`config.mk`:
```
export PLATFORM = sky130hd
export DESIGN_NAME = qbvg_front_flat
export DESIGN_NICKNAME = d
export VERILOG_FILES = /design/src/qbvg_pkg.sv /design/src/qbvg_in_if.sv /design/src/qbvg_front.sv /design/src/flat_wrapper.sv
export SDC_FILE = /design/constraint.sdc
export NUM_CORES = 2
export LEC_CHECK = 0
export BUFFER_PORTS_ARGS = -buffer_cell sky130_fd_sc_hd__buf_4
export CORE_MARGIN = 2
export CORE_UTILIZATION = 31
export DETAILED_ROUTE_END_ITERATION = 8
export PLACE_DENSITY = 0.58
export SLEW_MARGIN = 40
export SYNTH_ARGS = -nofsm -noshare
export SYNTH_HDL_FRONTEND = slang
export SYNTH_SLANG_ARGS = --single-unit
```
`constraint.sdc`:
```
create_clock -name clk -period 15.5 [get_ports clk]
set_input_delay 1.55 -clock clk [delete_from_list [all_inputs] [get_ports clk]]
set_output_delay 1.55 -clock clk [all_outputs]
set_load 0.05 [all_outputs]
```
`src/qbvg_pkg.sv`:
```
package qbvg_pkg;

  // result kinds
  localparam logic [1:0] KIND_VERTEX = 2'd0;
  localparam logic [1:0] KIND_BIND   = 2'd1;
  localparam logic [1:0] KIND_DCALL  = 2'd2;

  // input modes
  localparam logic [1:0] MODE_BEGIN = 2'd0;
  localparam logic [1:0] MODE_PLAIN = 2'd1;
  localparam logic [1:0] MODE_TEX   = 2'd2;
  localparam logic [1:0] MODE_END   = 2'd3;

  // angle constants in Q.28, CORDIC start value in Q2.30
  localparam logic signed [33:0] Q28_PI      = 34'sd843314857;
  localparam logic signed [33:0] Q28_HALF_PI = 34'sd421657428;
  localparam logic signed [33:0] Q30_GAIN    = 34'sd652032874;
  localparam int CORDIC_STEPS = 16;

  localparam int QUEUE_DEPTH = 4;
  localparam int QUEUE_AW    = 2;

  typedef struct packed {
    logic [1:0]         kind;
    logic signed [31:0] pos_x;
    logic signed [31:0] pos_y;
    logic signed [31:0] size_x;
    logic signed [31:0] size_y;
    logic signed [15:0] angle;
    logic [31:0]        color;
    logic [4:0]         slot;
    logic [31:0]        handle;
    logic [18:0]        total;
    logic               line;
  } cmd_t;

  // arctangent table, round(atan(2^-i) * 2^28)
  function automatic logic signed [33:0] atan_q28(input logic [3:0] i);
    logic signed [33:0] r;
    unique case (i)
      4'd0:  r = 34'sd210828714;
      4'd1:  r = 34'sd124459457;
      4'd2:  r = 34'sd65760959;
      4'd3:  r = 34'sd33381290;
      4'd4:  r = 34'sd16755422;
      4'd5:  r = 34'sd8385879;
      4'd6:  r = 34'sd4193963;
      4'd7:  r = 34'sd2097109;
      4'd8:  r = 34'sd1048571;
      4'd9:  r = 34'sd524287;
      4'd10: r = 34'sd262144;
      4'd11: r = 34'sd131072;
      4'd12: r = 34'sd65536;
      4'd13: r = 34'sd32768;
      4'd14: r = 34'sd16384;
      default: r = 34'sd8192;
    endcase
    return r;
  endfunction

endpackage

```
`src/qbvg_in_if.sv`:
```
interface qbvg_in_if;
  logic               valid;
  logic               ready;
  logic [1:0]         mode;
  logic signed [31:0] pos_x;
  logic signed [31:0] pos_y;
  logic signed [31:0] size_x;
  logic signed [31:0] size_y;
  logic signed [15:0] angle;
  logic [31:0]        color;
  logic [31:0]        texture_handle;

  modport source (output valid, mode, pos_x, pos_y, size_x, size_y, angle, color,
                  texture_handle, input ready);
  modport sink (input valid, mode, pos_x, pos_y, size_x, size_y, angle, color,
                texture_handle, output ready);
endinterface

```
`src/qbvg_front.sv`:
```
module qbvg_front #(
  parameter int SLOT_COUNT = 31,
  parameter int MAX_QUADS  = 65536
) (
  input  logic            clk,
  input  logic            rst_n,
  qbvg_in_if.sink         in_ch,
  input  logic            wireframe,
  output qbvg_pkg::cmd_t  push_cmd,
  output logic            push_valid,
  input  logic            push_ready
);

  localparam int IDX_W = (SLOT_COUNT > 1) ? $clog2(SLOT_COUNT) : 1;
  localparam int CNT_W = $clog2(SLOT_COUNT + 1);
  localparam logic [19:0] CAP = 20'(MAX_QUADS * 6);

  localparam logic F_IDLE = 1'b0;
  localparam logic F_WALK = 1'b1;

  logic              st_r, st_nxt;
  logic [CNT_W-1:0]  walk_r, walk_nxt;
  logic [31:0]       slot_r [SLOT_COUNT];
  logic [18:0]       total_r, total_nxt;

  logic              hit_any, emp_any;
  logic [IDX_W-1:0]  hit_idx, emp_idx;
  logic              textured, claim;
  logic [4:0]        slot_sel;
  logic [19:0]       total_inc;
  logic              accept;
  logic              walk_done, walk_full;
  logic [IDX_W-1:0]  walk_idx;

  assign accept     = in_ch.valid && in_ch.ready;
  assign in_ch.ready = (st_r == F_IDLE) && push_ready;
  assign walk_done  = (walk_r == CNT_W'(SLOT_COUNT));
  assign walk_idx   = IDX_W'(walk_r);
  assign walk_full  = !walk_done && (slot_r[walk_idx] != 32'd0);

  // find matching and first empty slot, lowest index wins
  always_comb begin
    hit_any = 1'b0;
    emp_any = 1'b0;
    hit_idx = '0;
    emp_idx = '0;
    for (int i = SLOT_COUNT - 1; i >= 0; i--) begin
      if (slot_r[i] == in_ch.texture_handle) begin
        hit_any = 1'b1;
        hit_idx = IDX_W'(i);
      end
      if (slot_r[i] == 32'd0) begin
        emp_any = 1'b1;
        emp_idx = IDX_W'(i);
      end
    end
  end

  always_comb begin
    textured = (in_ch.mode == qbvg_pkg::MODE_TEX) && (in_ch.texture_handle != 32'd0);
    claim    = 1'b0;
    slot_sel = 5'd0;
    if (textured) begin
      if (hit_any) begin
        slot_sel = 5'(hit_idx) + 5'd1;
      end else if (emp_any) begin
        slot_sel = 5'(emp_idx) + 5'd1;
        claim    = 1'b1;
      end
    end
  end

  // saturating index count
  always_comb begin
    total_inc = {1'b0, total_r} + 20'd6;
    if (total_inc > CAP) total_inc = CAP;
  end

  // build the queue beat
  always_comb begin
    push_cmd        = '0;
    push_valid      = 1'b0;
    if (st_r == F_IDLE) begin
      push_cmd.kind   = qbvg_pkg::KIND_VERTEX;
      push_cmd.pos_x  = in_ch.pos_x;
      push_cmd.pos_y  = in_ch.pos_y;
      push_cmd.size_x = in_ch.size_x;
      push_cmd.size_y = in_ch.size_y;
      push_cmd.angle  = in_ch.angle;
      push_cmd.color  = in_ch.color;
      push_cmd.slot   = slot_sel;
      push_valid      = in_ch.valid &&
                        (in_ch.mode == qbvg_pkg::MODE_PLAIN ||
                         in_ch.mode == qbvg_pkg::MODE_TEX);
    end else if (walk_done) begin
      push_cmd.kind  = qbvg_pkg::KIND_DCALL;
      push_cmd.total = total_r;
      push_cmd.line  = wireframe;
      push_valid     = 1'b1;
    end else begin
      push_cmd.kind   = qbvg_pkg::KIND_BIND;
      push_cmd.slot   = 5'(walk_r) + 5'd1;
      push_cmd.handle = slot_r[walk_idx];
      push_valid      = walk_full;
    end
  end

  // control sequencing
  always_comb begin
    st_nxt    = st_r;
    walk_nxt  = walk_r;
    total_nxt = total_r;
    unique case (st_r)
      F_IDLE: begin
        if (accept) begin
          unique case (in_ch.mode)
            qbvg_pkg::MODE_BEGIN: total_nxt = '0;
            qbvg_pkg::MODE_END: begin
              st_nxt   = F_WALK;
              walk_nxt = '0;
            end
            default: total_nxt = total_inc[18:0];
          endcase
        end
      end
      default: begin
        if (walk_done) begin
          if (push_ready) st_nxt = F_IDLE;
        end else if (!walk_full || push_ready) begin
          walk_nxt = walk_r + CNT_W'(1);
        end
      end
    endcase
  end

  always_ff @(posedge clk) begin
    if (!rst_n) begin
      st_r    <= F_IDLE;
      walk_r  <= '0;
      total_r <= '0;
    end else begin
      st_r    <= st_nxt;
      walk_r  <= walk_nxt;
      total_r <= total_nxt;
    end
  end

  // slot table: claim on draw, clear as binds leave
  always_ff @(posedge clk) begin
    if (!rst_n) begin
      for (int i = 0; i < SLOT_COUNT; i++) slot_r[i] <= '0;
    end else if (st_r == F_IDLE) begin
      if (accept && claim) slot_r[emp_idx] <= in_ch.texture_handle;
    end else if (walk_full && push_ready) begin
      slot_r[walk_idx] <= '0;
    end
  end

endmodule

```
`src/flat_wrapper.sv`:
```
// flat-port wrapper written by rule: the top's interface ports become plain ports
module qbvg_front_flat 
#(
  parameter int SLOT_COUNT = 31,
  parameter int MAX_QUADS  = 65536
)
  (clk, rst_n, wireframe, push_cmd, push_valid, push_ready, in_ch_valid, in_ch_mode, in_ch_pos_x, in_ch_pos_y, in_ch_size_x, in_ch_size_y, in_ch_angle, in_ch_color, in_ch_texture_handle, in_ch_ready);
  qbvg_in_if in_ch_i ();
  input  logic clk;
  input  logic rst_n;
  input  logic wireframe;
  output qbvg_pkg::cmd_t push_cmd;
  output logic push_valid;
  input  logic push_ready;
  input wire logic [$bits(in_ch_i.valid)-1:0] in_ch_valid;
  input wire logic [$bits(in_ch_i.mode)-1:0] in_ch_mode;
  input wire logic [$bits(in_ch_i.pos_x)-1:0] in_ch_pos_x;
  input wire logic [$bits(in_ch_i.pos_y)-1:0] in_ch_pos_y;
  input wire logic [$bits(in_ch_i.size_x)-1:0] in_ch_size_x;
  input wire logic [$bits(in_ch_i.size_y)-1:0] in_ch_size_y;
  input wire logic [$bits(in_ch_i.angle)-1:0] in_ch_angle;
  input wire logic [$bits(in_ch_i.color)-1:0] in_ch_color;
  input wire logic [$bits(in_ch_i.texture_handle)-1:0] in_ch_texture_handle;
  output wire logic [$bits(in_ch_i.ready)-1:0] in_ch_ready;
  assign in_ch_i.valid = in_ch_valid;
  assign in_ch_i.mode = in_ch_mode;
  assign in_ch_i.pos_x = in_ch_pos_x;
  assign in_ch_i.pos_y = in_ch_pos_y;
  assign in_ch_i.size_x = in_ch_size_x;
  assign in_ch_i.size_y = in_ch_size_y;
  assign in_ch_i.angle = in_ch_angle;
  assign in_ch_i.color = in_ch_color;
  assign in_ch_i.texture_handle = in_ch_texture_handle;
  assign in_ch_ready = in_ch_i.ready;
  qbvg_front #(.SLOT_COUNT(SLOT_COUNT), .MAX_QUADS(MAX_QUADS)) u_core (.clk(clk), .rst_n(rst_n), .in_ch(in_ch_i), .wireframe(wireframe), .push_cmd(push_cmd), .push_valid(push_valid), .push_ready(push_ready));
endmodule
```
==> metrics.md <==
| Metric | Value |
|---|---|
| # nets final | `5956` |
| Post-DP HPWL | `227000 µm` |
| Endpoints failing setup | `0` |
| Ports | `452` |
| Core area | `200000 µm²` |
| Final Hold Vio Count | `0` |
| Final min period | `8.61 ns` |
| CP max FO | `79` |
| GP Congestion | `1.07` |
| Drt wl/cell | `39.2 µm` |
| Router iterations before antenna repair | `9` |
| Post-synthesis adder-cell area fraction | `0.00161` |
| Layout cell share with drive strength beyond 1 | `0.181` |
| Yosys reg bits | `1053` |
| Mapped cell area | `62400 µm²` |
| WHS Endpoint | `u_core.st_r$_SDFF_PN0_` |
| Worst r2r dst | `u_core.slot_r[24][20]$_SDFFCE_PN0P_` |
| Port bufs | `450` |
| WL met1 | `112000 µm` |
| Post-synth EDFFs | `1024` |
| Fillers | `19400` |
| Synth area leaders | `edfxtp_1 (49%), xor2_1 (12%), mux4_2 (8.0%), nor2_1 (6.9%), nor4_1 (5.1%)` |
| Fin util | `0.362` |
| Slew @ Worst Pin | `1.00 ns` |
| Critical Path AT | `9.05 ns` |
| Sum Neg Setup Slack | `0 ns` |
| Final instance area | `72300 µm²` |
| Fin crit share | `0.555` |
| Asr flop ratio synth | `0` |
| Area grow syn2layout | `15.9%` |
| Starting DRT DRC Count | `9326` |
| Pwr Density | `101 nW/µm²` |
| VDD IR-drop max | `0.112 mV` |
| Worst hold stages | `2` |
| Residual DRC count | `0` |
| Cell variety after synth | `70` |
| Sequential-to-total area share from yosys stat | `0.502` |
| CTS H-tree depth | `3` |
| Number of global-route vias before repair | `49600` |
| Leak | `26.7 nW` |
| Pins Over Slew Limit | `0` |
| Die Y | `453 µm` |
| Register area | `31300 µm²` |
| R2r setup slk | `6.89 ns` |
| # Max-Cap Violations | `0` |
| # rows | `164` |
| Setup CP Type | `register to register` |
| Setup Skew | `0.0580 ns` |
| Fmax | `116 MHz` |
| Drt total wl | `334000 µm` |
| Ys Warns | `0` |
| Total number of vias | `53400` |
| Area of the multi-input gates | `29000 µm²` |
| Largest net degree at the start of global routing | `101` |
| Place WS | `7.06 ns` |
| Unrepaired setup endpoints after global routing | `false` |
| Multiplexer share of the synthesized area | `0.0972` |
| Post-route ant nets | `0` |
| Share of the synthesized area in the top cell type | `0.493` |
| Clock tree buffer depth | `3` |
| Vias per inst | `6.28` |
| Required time of the critical path | `15.95 ns` |
| Simple-gate share of the synthesized area | `0.180` |
| Initial Util | `0.312` |
| Syn Area/Cell | `11.3 µm²` |
| Worst-path clk slew | `0.06 ns` |
| Relative slew slack | `0.331` |
| All-Layer GR Usage | `0.315` |
| Overflow after GRT | `0` |
| Cts hold-fix bufs | `0` |
| Hold Crit Start | `u_core.st_r$_SDFF_PN0_` |
| Routed met2 length | `144000 µm` |
| Prevailing post-synth register cell | `edfxtp_1` |
| Mapped Cells | `5535` |
| Root Driver | `clkbuf_16` |
| Xor and xnor area share after synthesis | `0.141` |
| PostCTS Resize Cnt | `0` |
| Element type at the critical path end | `register` |
| Syn nets | `5758` |
| Cts bufs inserted | `118` |
| Routed wl met3 | `47400 µm` |
| Critical Path Start Type | `register` |
| Setup bufs post-CTS | `0` |
| Die area | `205000 µm²` |
| Yosys top cell by area | `edfxtp_1` |
| Hold Crit Class | `register to register` |
| First-pass GRT wire length | `440000 µm` |
| Area fraction in compound gates after synthesis | `0.0351` |
| Top Layer Used | `met5` |
| Clk sink count | `1053` |
| CTS tree | `built` |
| Largest family of logic cells by synthesized area | `simple AND/OR/NAND/NOR gates` |
| Antenna violations before repair | `30` |
| Area after DPL | `68100 µm²` |
| Setup ws final | `6.89 ns` |
| R2r worst-path depth | `16` |
| Worst skew pair latency | `0.82 ns` |
| Die X | `453 µm` |
| Status | `complete, no violations` |
==> registers in the layout, indices dropped and copies added, names as in the netlist, named ones only <==
| name | flops |
|---|---|
| u_core.total_r | 18 |
| u_core.walk_idx | 5 |
| u_core.st_r | 1 |
| u_core.slot_r | 1024 |
==> layout make-up <==
type / instances / share of cell area
diodes: 16 / 0.000554
flip-flops and latches: 1053 / 0.434
well taps: 2656 / 0.0460
multi-input cells: 3957 / 0.401
inverters: 54 / 0.00281
repair buffers: 549 / 0.0594
clock buffers: 135 / 0.0417
clock inverters: 87 / 0.0149
==> cells in the final DEF (no fill, tap or decap), types with 106 or more instances in the layout <==
cell type,count
nor4_1,507
nand4_1,157
mux2i_1,106
buf_4,525
mux4_2,221
edfxtp_1,1024
nand2_1,118
xnor2_1,126
clkbuf_16,118
nor2_1,1140
nor2b_1,189
xor2_1,876
==> worst max-delay path, cell delays in order (launching register included) <==
cell and delay, ns:
dfxtp_4 0.83, buf_12 0.46, buf_4 0.66, mux4_2 0.59
a22oi_1 0.52, nand2_1 0.15, nor4_1 0.37, nand4_1 0.32
mux2i_1 0.28, nand4_1 0.23, nand4_4 0.17, buf_8 0.44
buf_16 0.39, a21o_1 0.71, nand2_2 0.62, nand2_1 0.79
buf_4 0.39
==> how the worst max path moves through the flow <==
stage	from	end	cells after the start
floorplan	in_ch_texture_handle[8]	push_cmd[56]	20
global placement	in_ch_texture_handle[11]	push_cmd[56]	19
detailed placement	in_ch_texture_handle[26]	push_cmd[56]	20
CTS	in_ch_texture_handle[26]	push_cmd[56]	20
global route	in_ch_texture_handle[26]	push_cmd[56]	20
finish	register	u_core.slot_r[24][20]$_SDFFCE_PN0P_	16
==> per-layer routing <==
metal | GRT usage | up-vias
met2 | 0.475 | 5178
met5 | 0.00140 | -
met4 | 0.228 | 24
met1 | 0.374 | 26400
met3 | 0.108 | 1308
li1 | - | 20500
==> cells by family (layout without fill, tap and decap cells) <==
logic type      after synthesis  after routing
xor+xnor                   1002           1002
fa+ha+maj                     8              8
compound gates              310            310
flops                      1053           1053
mux                         329            329
other cells                   1             17
simple gates               2307           2307
buf+inv                     525            825
==> metrics by stage <==
step,std cells,hold slack [ns],power (mW)
global route,8503,0.538,7.42
floorplan,5535,0.493,3.86
CTS,8490,0.529,7.26
detailed placement,8268,0.519,4.33
finish,8507,0.544,7.32
global placement,8265,0.506,4.32
==> where the power goes <==
part / switching, mW / internal, mW
logic: 0.675 / 0.267
registers: 0.168 / 3.21
clock network: 1.31 / 1.69
total: 2.15 / 5.16
==> synthesized netlist by cell type (6+ instances only) <==
| library cell | number |
|---|---|
| a31oi_1 | 14 |
| buf_6 | 25 |
| a211oi_1 | 8 |
| a22oi_1 | 94 |
| nor2b_1 | 191 |
| nand2_1 | 151 |
| and3_1 | 27 |
| nor4_1 | 507 |
| o21a_1 | 11 |
| xnor2_1 | 126 |
| buf_1 | 11 |
| a221oi_1 | 18 |
| dfxtp_1 | 29 |
| a22o_1 | 18 |
| o21ai_0 | 27 |
| a21oi_1 | 61 |
| ha_1 | 8 |
| nand2b_1 | 13 |
| nor2_1 | 1142 |
| buf_4 | 86 |
| nand4_1 | 157 |
| nand3b_1 | 6 |
| and4_1 | 6 |
| nand2_4 | 7 |
| mux2i_1 | 107 |
| mux4_2 | 221 |
| a311oi_1 | 13 |
| nor3_1 | 27 |
| nand2_2 | 6 |
| inv_1 | 54 |
| clkbuf_1 | 185 |
| and2_1 | 10 |
| xor2_1 | 876 |
| o211ai_1 | 7 |
| nand3_1 | 30 |
| buf_2 | 164 |
| edfxtp_1 | 1024 |
No activity file was read; power rests on OpenSTA's default activity.
