===== config.mk =====
export PLATFORM = sky130hd
export DESIGN_NAME = qbvg_fifo
export DESIGN_NICKNAME = d
export VERILOG_FILES = /design/src/qbvg_pkg.sv /design/src/qbvg_fifo.sv
export SDC_FILE = /design/constraint.sdc
export NUM_CORES = 1
export LEC_CHECK = 0
export BUFFER_PORTS_ARGS = -buffer_cell sky130_fd_sc_hd__clkbuf_2
export CAP_MARGIN = 20
export CORE_MARGIN = 1
export CORE_UTILIZATION = 51
export DETAILED_ROUTE_END_ITERATION = 8
export PLACE_DENSITY_LB_ADDON = 0.08
export SYNTH_ARGS = -nofsm -noshare
export SYNTH_HDL_FRONTEND = slang
export SYNTH_SLANG_ARGS = --single-unit

===== constraint.sdc =====
create_clock -name clk -period 8.3 [get_ports clk]
set_input_delay 2.075 -clock clk [delete_from_list [all_inputs] [get_ports clk]]
set_output_delay 2.075 -clock clk [all_outputs]
set_load 0.05 [all_outputs]

===== src/qbvg_pkg.sv =====
package qbvg_pkg;

  // result kinds
  localparam logic [1:0] KIND_VERTEX = 2'd0;
  localparam logic [1:0] KIND_BIND   = 2'd1;
  localparam logic [1:0] KIND_DCALL  = 2'd2;

  // input modes
  localparam logic [1:0] MODE_BEGIN = 2'd0;
  localparam logic [1:0] MODE_PLAIN = 2'd1;
  localparam logic [1:0] MODE_TEX   = 2'd2;
  localparam logic [1:0] MODE_END   = 2'd3;

  // angle constants in Q.28, CORDIC start value in Q2.30
  localparam logic signed [33:0] Q28_PI      = 34'sd843314857;
  localparam logic signed [33:0] Q28_HALF_PI = 34'sd421657428;
  localparam logic signed [33:0] Q30_GAIN    = 34'sd652032874;
  localparam int CORDIC_STEPS = 16;

  localparam int QUEUE_DEPTH = 4;
  localparam int QUEUE_AW    = 2;

  typedef struct packed {
    logic [1:0]         kind;
    logic signed [31:0] pos_x;
    logic signed [31:0] pos_y;
    logic signed [31:0] size_x;
    logic signed [31:0] size_y;
    logic signed [15:0] angle;
    logic [31:0]        color;
    logic [4:0]         slot;
    logic [31:0]        handle;
    logic [18:0]        total;
    logic               line;
  } cmd_t;

  // arctangent table, round(atan(2^-i) * 2^28)
  function automatic logic signed [33:0] atan_q28(input logic [3:0] i);
    logic signed [33:0] r;
    unique case (i)
      4'd0:  r = 34'sd210828714;
      4'd1:  r = 34'sd124459457;
      4'd2:  r = 34'sd65760959;
      4'd3:  r = 34'sd33381290;
      4'd4:  r = 34'sd16755422;
      4'd5:  r = 34'sd8385879;
      4'd6:  r = 34'sd4193963;
      4'd7:  r = 34'sd2097109;
      4'd8:  r = 34'sd1048571;
      4'd9:  r = 34'sd524287;
      4'd10: r = 34'sd262144;
      4'd11: r = 34'sd131072;
      4'd12: r = 34'sd65536;
      4'd13: r = 34'sd32768;
      4'd14: r = 34'sd16384;
      default: r = 34'sd8192;
    endcase
    return r;
  endfunction

endpackage


===== src/qbvg_fifo.sv =====
module qbvg_fifo (
  input  logic           clk,
  input  logic           rst_n,
  input  qbvg_pkg::cmd_t push_cmd,
  input  logic           push_valid,
  output logic           push_ready,
  output qbvg_pkg::cmd_t pop_cmd,
  output logic           pop_valid,
  input  logic           pop_en
);

  localparam int AW = qbvg_pkg::QUEUE_AW;

  qbvg_pkg::cmd_t    mem_r [qbvg_pkg::QUEUE_DEPTH];
  logic [AW-1:0]     wp_r, rp_r;
  logic [AW:0]       cnt_r, cnt_nxt;
  logic              do_push, do_pop;

  assign push_ready = (cnt_r != (AW+1)'(qbvg_pkg::QUEUE_DEPTH));
  assign pop_valid  = (cnt_r != '0);
  assign pop_cmd    = mem_r[rp_r];
  assign do_push    = push_valid && push_ready;
  assign do_pop     = pop_en && pop_valid;

  always_comb begin
    cnt_nxt = cnt_r;
    if (do_push && !do_pop) cnt_nxt = cnt_r + (AW+1)'(1);
    if (!do_push && do_pop) cnt_nxt = cnt_r - (AW+1)'(1);
  end

  always_ff @(posedge clk) begin
    if (!rst_n) begin
      wp_r  <= '0;
      rp_r  <= '0;
      cnt_r <= '0;
    end else begin
      cnt_r <= cnt_nxt;
      if (do_push) wp_r <= wp_r + AW'(1);
      if (do_pop)  rp_r <= rp_r + AW'(1);
    end
  end

  // hold queued beats
  always_ff @(posedge clk) begin
    if (do_push) mem_r[wp_r] <= push_cmd;
  end

endmodule


==> results.json, run 1 <==
{
  "crit_type": "reg -> out",
  "core-area_um2": 66200,
  "crit-reg2reg-launch": "cnt_r[0]",
  "netSwitchingPower_w": 0.00503,
  "hold_path_end": "wp_r[0]",
  "ff2ff_path_depth": 5,
  "p_leak_nw": 13.6,
  "antenna_found_initial": 16,
  "crit-reg2reg-capture": "mem_r[2][108]",
  "drtAntennaViolNets": 0,
  "cts-resized-gates": 0,
  "synthesis.area_um2": 34400,
  "row_count": 94,
  "drt_first_iter_violations": 1003,
  "p_seq_share_pct": 41.1,
  "die_h_um": 262,
  "clock_skew_ns": 0.0235,
  "final_nets": 2061,
  "path_clk_slew_ns": 0.06,
  "synthTopCellsByArea": "edfxtp_1, mux4_2, buf_6",
  "area_growth_pct": 18.3,
  "htree_levels": 3,
  "yosysTopAreaCell": "edfxtp_1",
  "ir_drop_v": 0.000216,
  "vias_per_cell": 5.52,
  "drc": 0,
  "insertion_delay_ns": 0.65,
  "ios": 476,
  "swShare_pct": 34.8,
  "wl_per_cell_um": 25.0,
  "fin_area_um2": 40700,
  "worstPathMaxFanout": 82,
  "setup_tns_ns": 0,
  "yosysSeqAreaShare_pct": 82.7,
  "die_area_um2": 68400,
  "drt_pass1_iterations": 4,
  "vias": 15300,
  "grt-ovfl-total": 0,
  "power_density_nw_per_um2": 355,
  "internal_power_w": 0.00942,
  "whs_path_depth": 2,
  "rsz0062_at_grt": "false",
  "place_area_um2": 37700,
  "ctsHoldBuffers": 0,
  "gp_congestion": 0.766,
  "hpwl_um": 41800,
  "postCtsSetupRepairBufs": 0,
  "clock_tree.buffer_depth": 3,
  "relSlewSlack_pct": 34.0,
  "synth_cells": 1279,
  "synth_top_cell_area_share_pct": 82.1,
  "cts.sinks": 949,
  "cts_made_buffers": 95,
  "r2r_slack_ns": 5.56,
  "die_w_um": 262,
  "crit_path_end_kind": "output port",
  "drive_gt1_share_pct": 45.3,
  "yosysUniqueCellTypes": 23,
  "hold_path_class": "reg -> reg",
  "final_common_cell": "edfxtp_1",
  "io_buffers": 475,
  "synth_nets": 1524,
  "final_cell_mix": "edfxtp_1, clkbuf_2, mux4_2",
  "n_fill_cell": 4646,
  "required_ns": 6.23,
  "synth.ff_latch_count": 949,
  "grt_max_degree": 140,
  "finalCriticalPeriod_ns": 5.23,
  "pre_cts_ws_ns": 3.55,
  "path_cells": "buf_12 > mux4_2 > clkbuf_2",
  "fmax_ghz": 0.191,
  "crit_slowest_cell": "dfxtp_4",
  "drt_wl_total_um": 69100,
  "cap_violations": 0,
  "worstMarginPinSlew_ns": 0.991,
  "p_comb_share_pct": 30.9,
  "cp-start-kind": "register",
  "arrival_ns": 3.15,
  "initial_core_util_pct": 51.9,
  "slew_violations": 0,
  "grt_pass1_vias": 16100,
  "tritoncts": "done",
  "cp_slowest_stage_delay_ns": 0.92,
  "setup_violations": 0,
  "syn_avg_cell_area_um2": 26.9,
  "ys_warn_count": 0,
  "outcome": "finished, final reports clean",
  "clkPwrFrac_pct": 28.0,
  "grtUsageTotal_pct": 20.3,
  "cts-root-buf": "clkbuf_16",
  "hold_viol": 0,
  "fin_crit_sh_pct": 63.0,
  "postLayoutSetupSlackWorst_ns": 3.07,
  "grt_first_pass_wirelength_um": 101000,
  "hold_path.startpoint": "wp_r[0]"
}
==> registers in the layout, indices dropped and copies added, names as in the netlist, named ones only <==
register,cells
rp_r,2
cnt_r,3
mem_r,940
wp_r,2
==> worst max path at each step <==
| stage | startpoint | end | slack [ns] |
|---|---|---|---|
| 3_5_place_dp | register | pop_cmd[133] | 3.55 |
| 3_3_place_gp | register | pop_cmd[111] | 3.56 |
| 2_1_floorplan | push_valid | mem_r[0][0] | 2.44 |
| 6_report | register | pop_cmd[80] | 3.07 |
| 4_1_cts | register | pop_cmd[133] | 2.86 |
| 5_1_grt | register | pop_cmd[80] | 2.78 |
==> cell type report <==
class | instances | area, um2 | share of cell area (%)
diodes | 11 | 27.5 | 0.0677
clock buffers | 121 | 2500 | 6.14
multi-input cells | 271 | 5580 | 13.7
repair buffers | 493 | 2600 | 6.39
inverters | 6 | 22.5 | 0.0554
clock inverters | 48 | 447 | 1.10
flip-flops and latches | 949 | 28400 | 69.9
well taps | 864 | 1080 | 2.66
==> routing by layer <==
metal	share of wire [%]	track usage, %
met2	50	32.7
met5	0.14	0
met1	39	26.1
met3	8.1	6.55
met4	2.4	7.28
==> metrics by stage <==
stage / total power [W] / instances / utilization, % / hold WS (ns)
2_1_floorplan: 0.00957 / 1279 / - / 0.468
3_3_place_gp: 0.0106 / 2583 / 56.9 / 0.480
3_5_place_dp: 0.0106 / 2583 / 56.9 / 0.493
4_1_cts: 0.0147 / 2752 / 61.4 / 0.503
5_1_grt: 0.0150 / 2759 / 61.4 / 0.529
6_report: 0.0145 / 2763 / 61.4 / 0.501
==> synth_stat cells (all sizes together) <==
cell,count
edfxtp,940
mux4,235
buf,51
dfxtp,9
and2,7
inv,6
nand2,6
ha,5
xnor2,3
a21boi,2
clkbuf,2
mux2i,2
nor2b,2
o21ai,2
or3,2
fa,1
nor2,1
o311ai,1
o31a,1
xor2,1
==> critical path, delay by kind of cell (launching register included) <==
kind	cells	cell delay [ns]
buf+inv	2	0.85
flops	1	0.92
mux	1	0.60
==> power groups by stage <==
stage / clock (W) / combinational (W) / sequential [W]
detailed placement: 0 / 0.00455 / 0.00606
global route: 0.00432 / 0.00469 / 0.00599
CTS: 0.00414 / 0.00456 / 0.00596
global placement: 0 / 0.00455 / 0.00603
floorplan: 0 / 0.00358 / 0.00599
finish: 0.00404 / 0.00447 / 0.00594
==> logic make-up after synthesis <==
group | Yosys count | share of synthesized area [%]
buffers and inverters | 59 | 1.13
flip-flops | 949 | 82.7
AND/OR/NAND/NOR | 18 | 0.277
XOR/XNOR | 4 | 0.102
AO/OA/AOI/OAI | 6 | 0.124
multiplexers | 237 | 15.5
adder cells (fa/ha/maj) | 6 | 0.240
Power figures use the tool's default switching activity.
==> run 2, diff against run 1 <==
clock period = 4.5 ns   (was 8.3 ns; I/O delays follow)
==> run 2 against run 1 <==
Clock power increased by 96%. Worst hold slack improved by 0.0020 ns. Non-clock buffer count increased by 29. Sequential power increased by 84%. Wire length increased by 0.40%. First-iteration DRC count increased by 3.9%. Die area unchanged. Critical path type unchanged. Critical endpoint is now pop_cmd[224]. Largest cell class unchanged.
==> results.json, run 2 (same netlist as run 1, synthesis figures left out) <==
{
  "row_count": 94,
  "setup_violations": 0,
  "core-area_um2": 66200,
  "ios": 476,
  "cp_slowest_stage_delay_ns": 0.79,
  "top_regs": "mem_r (940), cnt_r (3)",
  "drt_pass1_iterations": 5,
  "drt_wl_total_um": 69300,
  "swShare_pct": 34.3,
  "path_cells": "buf_4 > mux4_2 > clkbuf_2",
  "grtUsageTotal_pct": 20.4,
  "cp-start-kind": "register",
  "crit_slowest_cell": "dfxtp_4",
  "place_area_um2": 38200,
  "cap_violations": 0,
  "die_w_um": 262,
  "grt_first_pass_wirelength_um": 101000,
  "final_common_cell": "edfxtp_1",
  "setup_tns_ns": 0,
  "cts.sinks": 949,
  "p_comb_share_pct": 31.0,
  "grt_max_degree": 72,
  "postCtsSetupRepairBufs": 0,
  "layoutNonFillerInstCount": 2793,
  "clock_tree.buffer_depth": 3,
  "vias_per_cell": 5.52,
  "worstPathMaxFanout": 28,
  "grt_pass1_vias": 16200,
  "rsz0062_at_grt": "false",
  "final_util_pct": 62.5,
  "p_seq_share_pct": 40.0,
  "worstMarginPinSlew_ns": 0.739,
  "cts-resized-gates": 0,
  "crit_type": "reg -> out",
  "ir_drop_v": 0.000440,
  "gp_congestion": 0.734,
  "n_fill_cell": 4556,
  "power_w": 0.0273,
  "fmax_ghz": 0.263,
  "fin_crit_sh_pct": 84.4,
  "cts-root-buf": "clkbuf_16",
  "arrival_ns": 2.67,
  "die_area_um2": 68400,
  "power_density_nw_per_um2": 660,
  "hold_path_class": "reg -> reg",
  "dp_cells": 2612,
  "path_clk_slew_ns": 0.06,
  "cts_made_buffers": 94,
  "hold_viol": 0,
  "fin_area_um2": 41400,
  "wl_per_cell_um": 24.8,
  "outcome": "finished, final reports clean",
  "antenna_found_initial": 13,
  "tritoncts": "done",
  "final_cell_mix": "edfxtp_1, clkbuf_2, mux4_2",
  "drc": 0,
  "clock_skew_ns": 0.0285,
  "netSwitchingPower_w": 0.00936,
  "largest-register": "mem_r",
  "drt_first_iter_violations": 1042,
  "internal_power_w": 0.0179,
  "drive_gt1_share_pct": 46.8,
  "slew_violations": 0,
  "finalCriticalPeriod_ns": 3.80,
  "hpwl_um": 43900,
  "initial_core_util_pct": 51.9,
  "io_buffers": 475,
  "ctsHoldBuffers": 0,
  "vias": 15400,
  "relSlewSlack_pct": 50.7,
  "required_ns": 3.38,
  "p_leak_nw": 13.9,
  "area_growth_pct": 20.4,
  "crit_path_end_kind": "output port",
  "largest_reg_flops": 940,
  "die_h_um": 262,
  "insertion_delay_ns": 0.64,
  "final_nets": 2089,
  "drtAntennaViolNets": 0,
  "htree_levels": 3,
  "clkPwrFrac_pct": 29.0,
  "grt-ovfl-total": 0
}
## run 2: cell types whose count changed in the layout (fill, tap and decap cells not counted), moves of 2 or more
| cell | before | now |
|---|---|---|
| diode_2 | 11 | 9 |
| clkbuf_1 | 25 | 20 |
| buf_4 | 11 | 19 |
| inv_6 | 3 | 1 |
| bufinv_16 | 7 | 14 |
| clkinv_2 | 11 | 18 |
| clkinv_1 | 22 | 16 |
| buf_12 | 7 | 28 |
## run 2: final timing paths
kind	start	to	slack [ns]	depth (start not counted)
worst max-delay path	register	pop_cmd[224]	0.70	3
worst min-delay path	wp_r[1]	wp_r[1]	0.50	2
worst max register to register	cnt_r[0]	mem_r[3][110]	2.07	4
worst min register to register	wp_r[1]	wp_r[1]	0.50	2
## run 2: routing by layer
metal  GRT usage [%]  share of wire, %  vias up
met5               0              0.14        -
met4            6.04               2.0       14
met3            6.52               8.4      104
met2            33.3                51      450
met1            26.2                38     8124
li1                -                 -     6732
## run 2: through the flow
stage | hold slack [ns] | worst slack [ns]
after floorplan | 0.468 | -0.406
after global placement | 0.485 | 1.24
after detailed placement | 0.496 | 1.22
after CTS | 0.507 | 0.567
after global routing | 0.525 | 0.495
final | 0.503 | 0.702
## run 2: cell type report
class	instances	area [um2]	area share, %
Antenna cell	9	22.5	0.0544
Clock buffer	116	2480	5.99
Tap cell	864	1080	2.61
Timing Repair Buffer	522	3080	7.45
Clock inverter	56	688	1.66
Inverter	6	22.5	0.0544
Multi-Input combinational cell	271	5580	13.5
Sequential cell	949	28400	68.7
## run 2: power by group through the flow
| stage | combinational, W | clock, W | sequential, W |
|---|---|---|---|
| detailed placement | 0.00861 | 0 | 0.0111 |
| global placement | 0.00860 | 0 | 0.0111 |
| global route | 0.00887 | 0.00842 | 0.0110 |
| CTS | 0.00863 | 0.00811 | 0.0109 |
| finish | 0.00846 | 0.00792 | 0.0109 |
| floorplan | 0.00661 | 0 | 0.0110 |
## run 2: critical path: cells and delay by family (launching register included)
family / cells / cell delay [ns]
flip-flops: 1 / 0.79
buffers and inverters: 2 / 0.69
multiplexers: 1 / 0.55
==> run 3, diff against run 2 <==
CORE_UTILIZATION = 54   (was 51)
clock period = 3.7 ns   (was 4.5 ns; I/O delays follow)
==> run 3 against run 2 <==
Global-route usage is 1.1 points higher. Total power is 19% higher. Worst hold slack hardly changed. Sequential power is 21% higher. Worst setup slack worse by 0.47 ns. Clock-buffer cell count is 4 lower. Flip-flop and latch count stayed put. Wire length is 0.21% higher. Clock skew is 0.0077 ns lower. Via count is 0.30% higher. Largest cell class unchanged.
==> results.json, run 3 (same netlist as run 1, synthesis figures left out) <==
{
  "p_seq_share_pct": 40.9,
  "hpwl_um": 43600,
  "postCtsSetupRepairBufs": 0,
  "fmax_ghz": 0.289,
  "drt_pass1_iterations": 5,
  "clock_tree.buffer_depth": 3,
  "cts-resized-gates": 0,
  "gp_congestion": 0.749,
  "finalCriticalPeriod_ns": 3.47,
  "grtUsageTotal_pct": 21.5,
  "postLayoutSetupSlackWorst_ns": 0.234,
  "vias": 15500,
  "antenna_found_initial": 19,
  "die_area_um2": 64700,
  "setup_violations": 0,
  "final_common_cell": "edfxtp_1",
  "top_regs": "mem_r (940), cnt_r (3)",
  "ir_drop_v": 0.000552,
  "tritoncts": "done",
  "power_w": 0.0324,
  "seqCellArea_um2": 28400,
  "cts-root-buf": "clkbuf_16",
  "final_cell_mix": "edfxtp_1, clkbuf_2, mux4_2",
  "worstMarginPinSlew_ns": 0.595,
  "drive_gt1_share_pct": 46.6,
  "grt_max_degree": 60,
  "pre_cts_ws_ns": 0.795,
  "outcome": "finished, final reports clean",
  "hold_viol": 0,
  "power_density_nw_per_um2": 788,
  "p_comb_share_pct": 32.1,
  "drt_wl_total_um": 69500,
  "required_ns": 2.77,
  "vias_per_cell": 5.58,
  "whs_path_depth": 2,
  "grt_first_pass_wirelength_um": 100000,
  "fin_crit_sh_pct": 93.7,
  "io_buffers": 475,
  "crit_type": "reg -> out",
  "cts_made_buffers": 95,
  "crit_slowest_cell": "dfxtp_4",
  "wl_per_cell_um": 25.1,
  "final_util_pct": 65.3,
  "clkPwrFrac_pct": 27.0,
  "worstPathMaxFanout": 22,
  "largest-register": "mem_r",
  "area_growth_pct": 19.7,
  "htree_levels": 3,
  "drc": 0,
  "n_fill_cell": 4186,
  "cp-start-kind": "register",
  "path_cells": "buf_4 > mux4_2 > clkbuf_2",
  "cp.depth": 3,
  "path_delay_family": "flip-flops",
  "die_h_um": 254,
  "hold_path_class": "reg -> reg",
  "slew_violations": 0,
  "drtAntennaViolNets": 0,
  "hold_ws_ns": 0.504,
  "ff2ff_path_depth": 5,
  "crit_buf_inv": 2,
  "row_count": 92,
  "grt-ovfl-total": 0,
  "die_w_um": 254,
  "grt_pass1_vias": 16000,
  "cp_slowest_stage_delay_ns": 0.68,
  "clock_skew_ns": 0.0207,
  "arrival_ns": 2.54,
  "largest_reg_flops": 940,
  "ios": 476,
  "p_leak_nw": 13.8,
  "insertion_delay_ns": 0.63,
  "final_nets": 2093,
  "ctsHoldBuffers": 0,
  "path_clk_slew_ns": 0.06,
  "crit_path_end_kind": "output port",
  "cts.sinks": 949,
  "netSwitchingPower_w": 0.0114,
  "cap_violations": 0,
  "internal_power_w": 0.0211,
  "drt_first_iter_violations": 876,
  "multi_input_area_um2": 5580,
  "initial_core_util_pct": 54.6,
  "core-area_um2": 63000,
  "swShare_pct": 35.1,
  "relSlewSlack_pct": 60.3,
  "rsz0062_at_grt": "false"
}
run 3: stage by stage:
step,TNS (ns),area [um2],instances
2_1_floorplan,-945.61,34400,1279
3_3_place_gp,0,38300,2597
3_5_place_dp,0,38300,2597
4_1_cts,0,41100,2765
5_1_grt,0,41100,2771
6_report,0,41100,2774
run 3: worst min-delay path: stages, from the launching register on:
cell and delay (ns):
dfxtp_1 0.34, nand2_1 0.06, mux2i_1 0.05
run 3: area by class of cell:
class / count / area share (%)
multi-input combinational: 271 / 13.6
clock buffer: 112 / 5.99
clock inverter: 56 / 0.901
sequential: 949 / 69.1
inverter: 6 / 0.0548
timing repair buffer: 525 / 7.76
tap: 846 / 2.57
antenna: 9 / 0.0548
run 3: final timing paths:
check	end	startpoint	slack, ns
max	pop_cmd[116]	register	0.23
min	wp_r[0]	wp_r[0]	0.50
min reg2reg	wp_r[0]	wp_r[0]	0.50
max reg2reg	mem_r[3][196]	cnt_r[0]	1.60
run 3: power groups by stage:
| stage | logic [W] | registers, W | clock network, W |
|---|---|---|---|
| after floorplan | 0.00804 | 0.0134 | 0 |
| after global placement | 0.0105 | 0.0134 | 0 |
| after detailed placement | 0.0106 | 0.0135 | 0 |
| after CTS | 0.0106 | 0.0133 | 0.00897 |
| after global routing | 0.0109 | 0.0133 | 0.00936 |
| final | 0.0104 | 0.0132 | 0.00877 |
run 3: layer usage:
metal  track usage [%]  vias up  part of all wire, %
met1              27.1     8190                   38
met2              34.8      436                   50
met3              7.40      115                  8.6
li1                  -     6710                    -
met4              7.38       20                  2.5
met5              1.43        -                 0.17
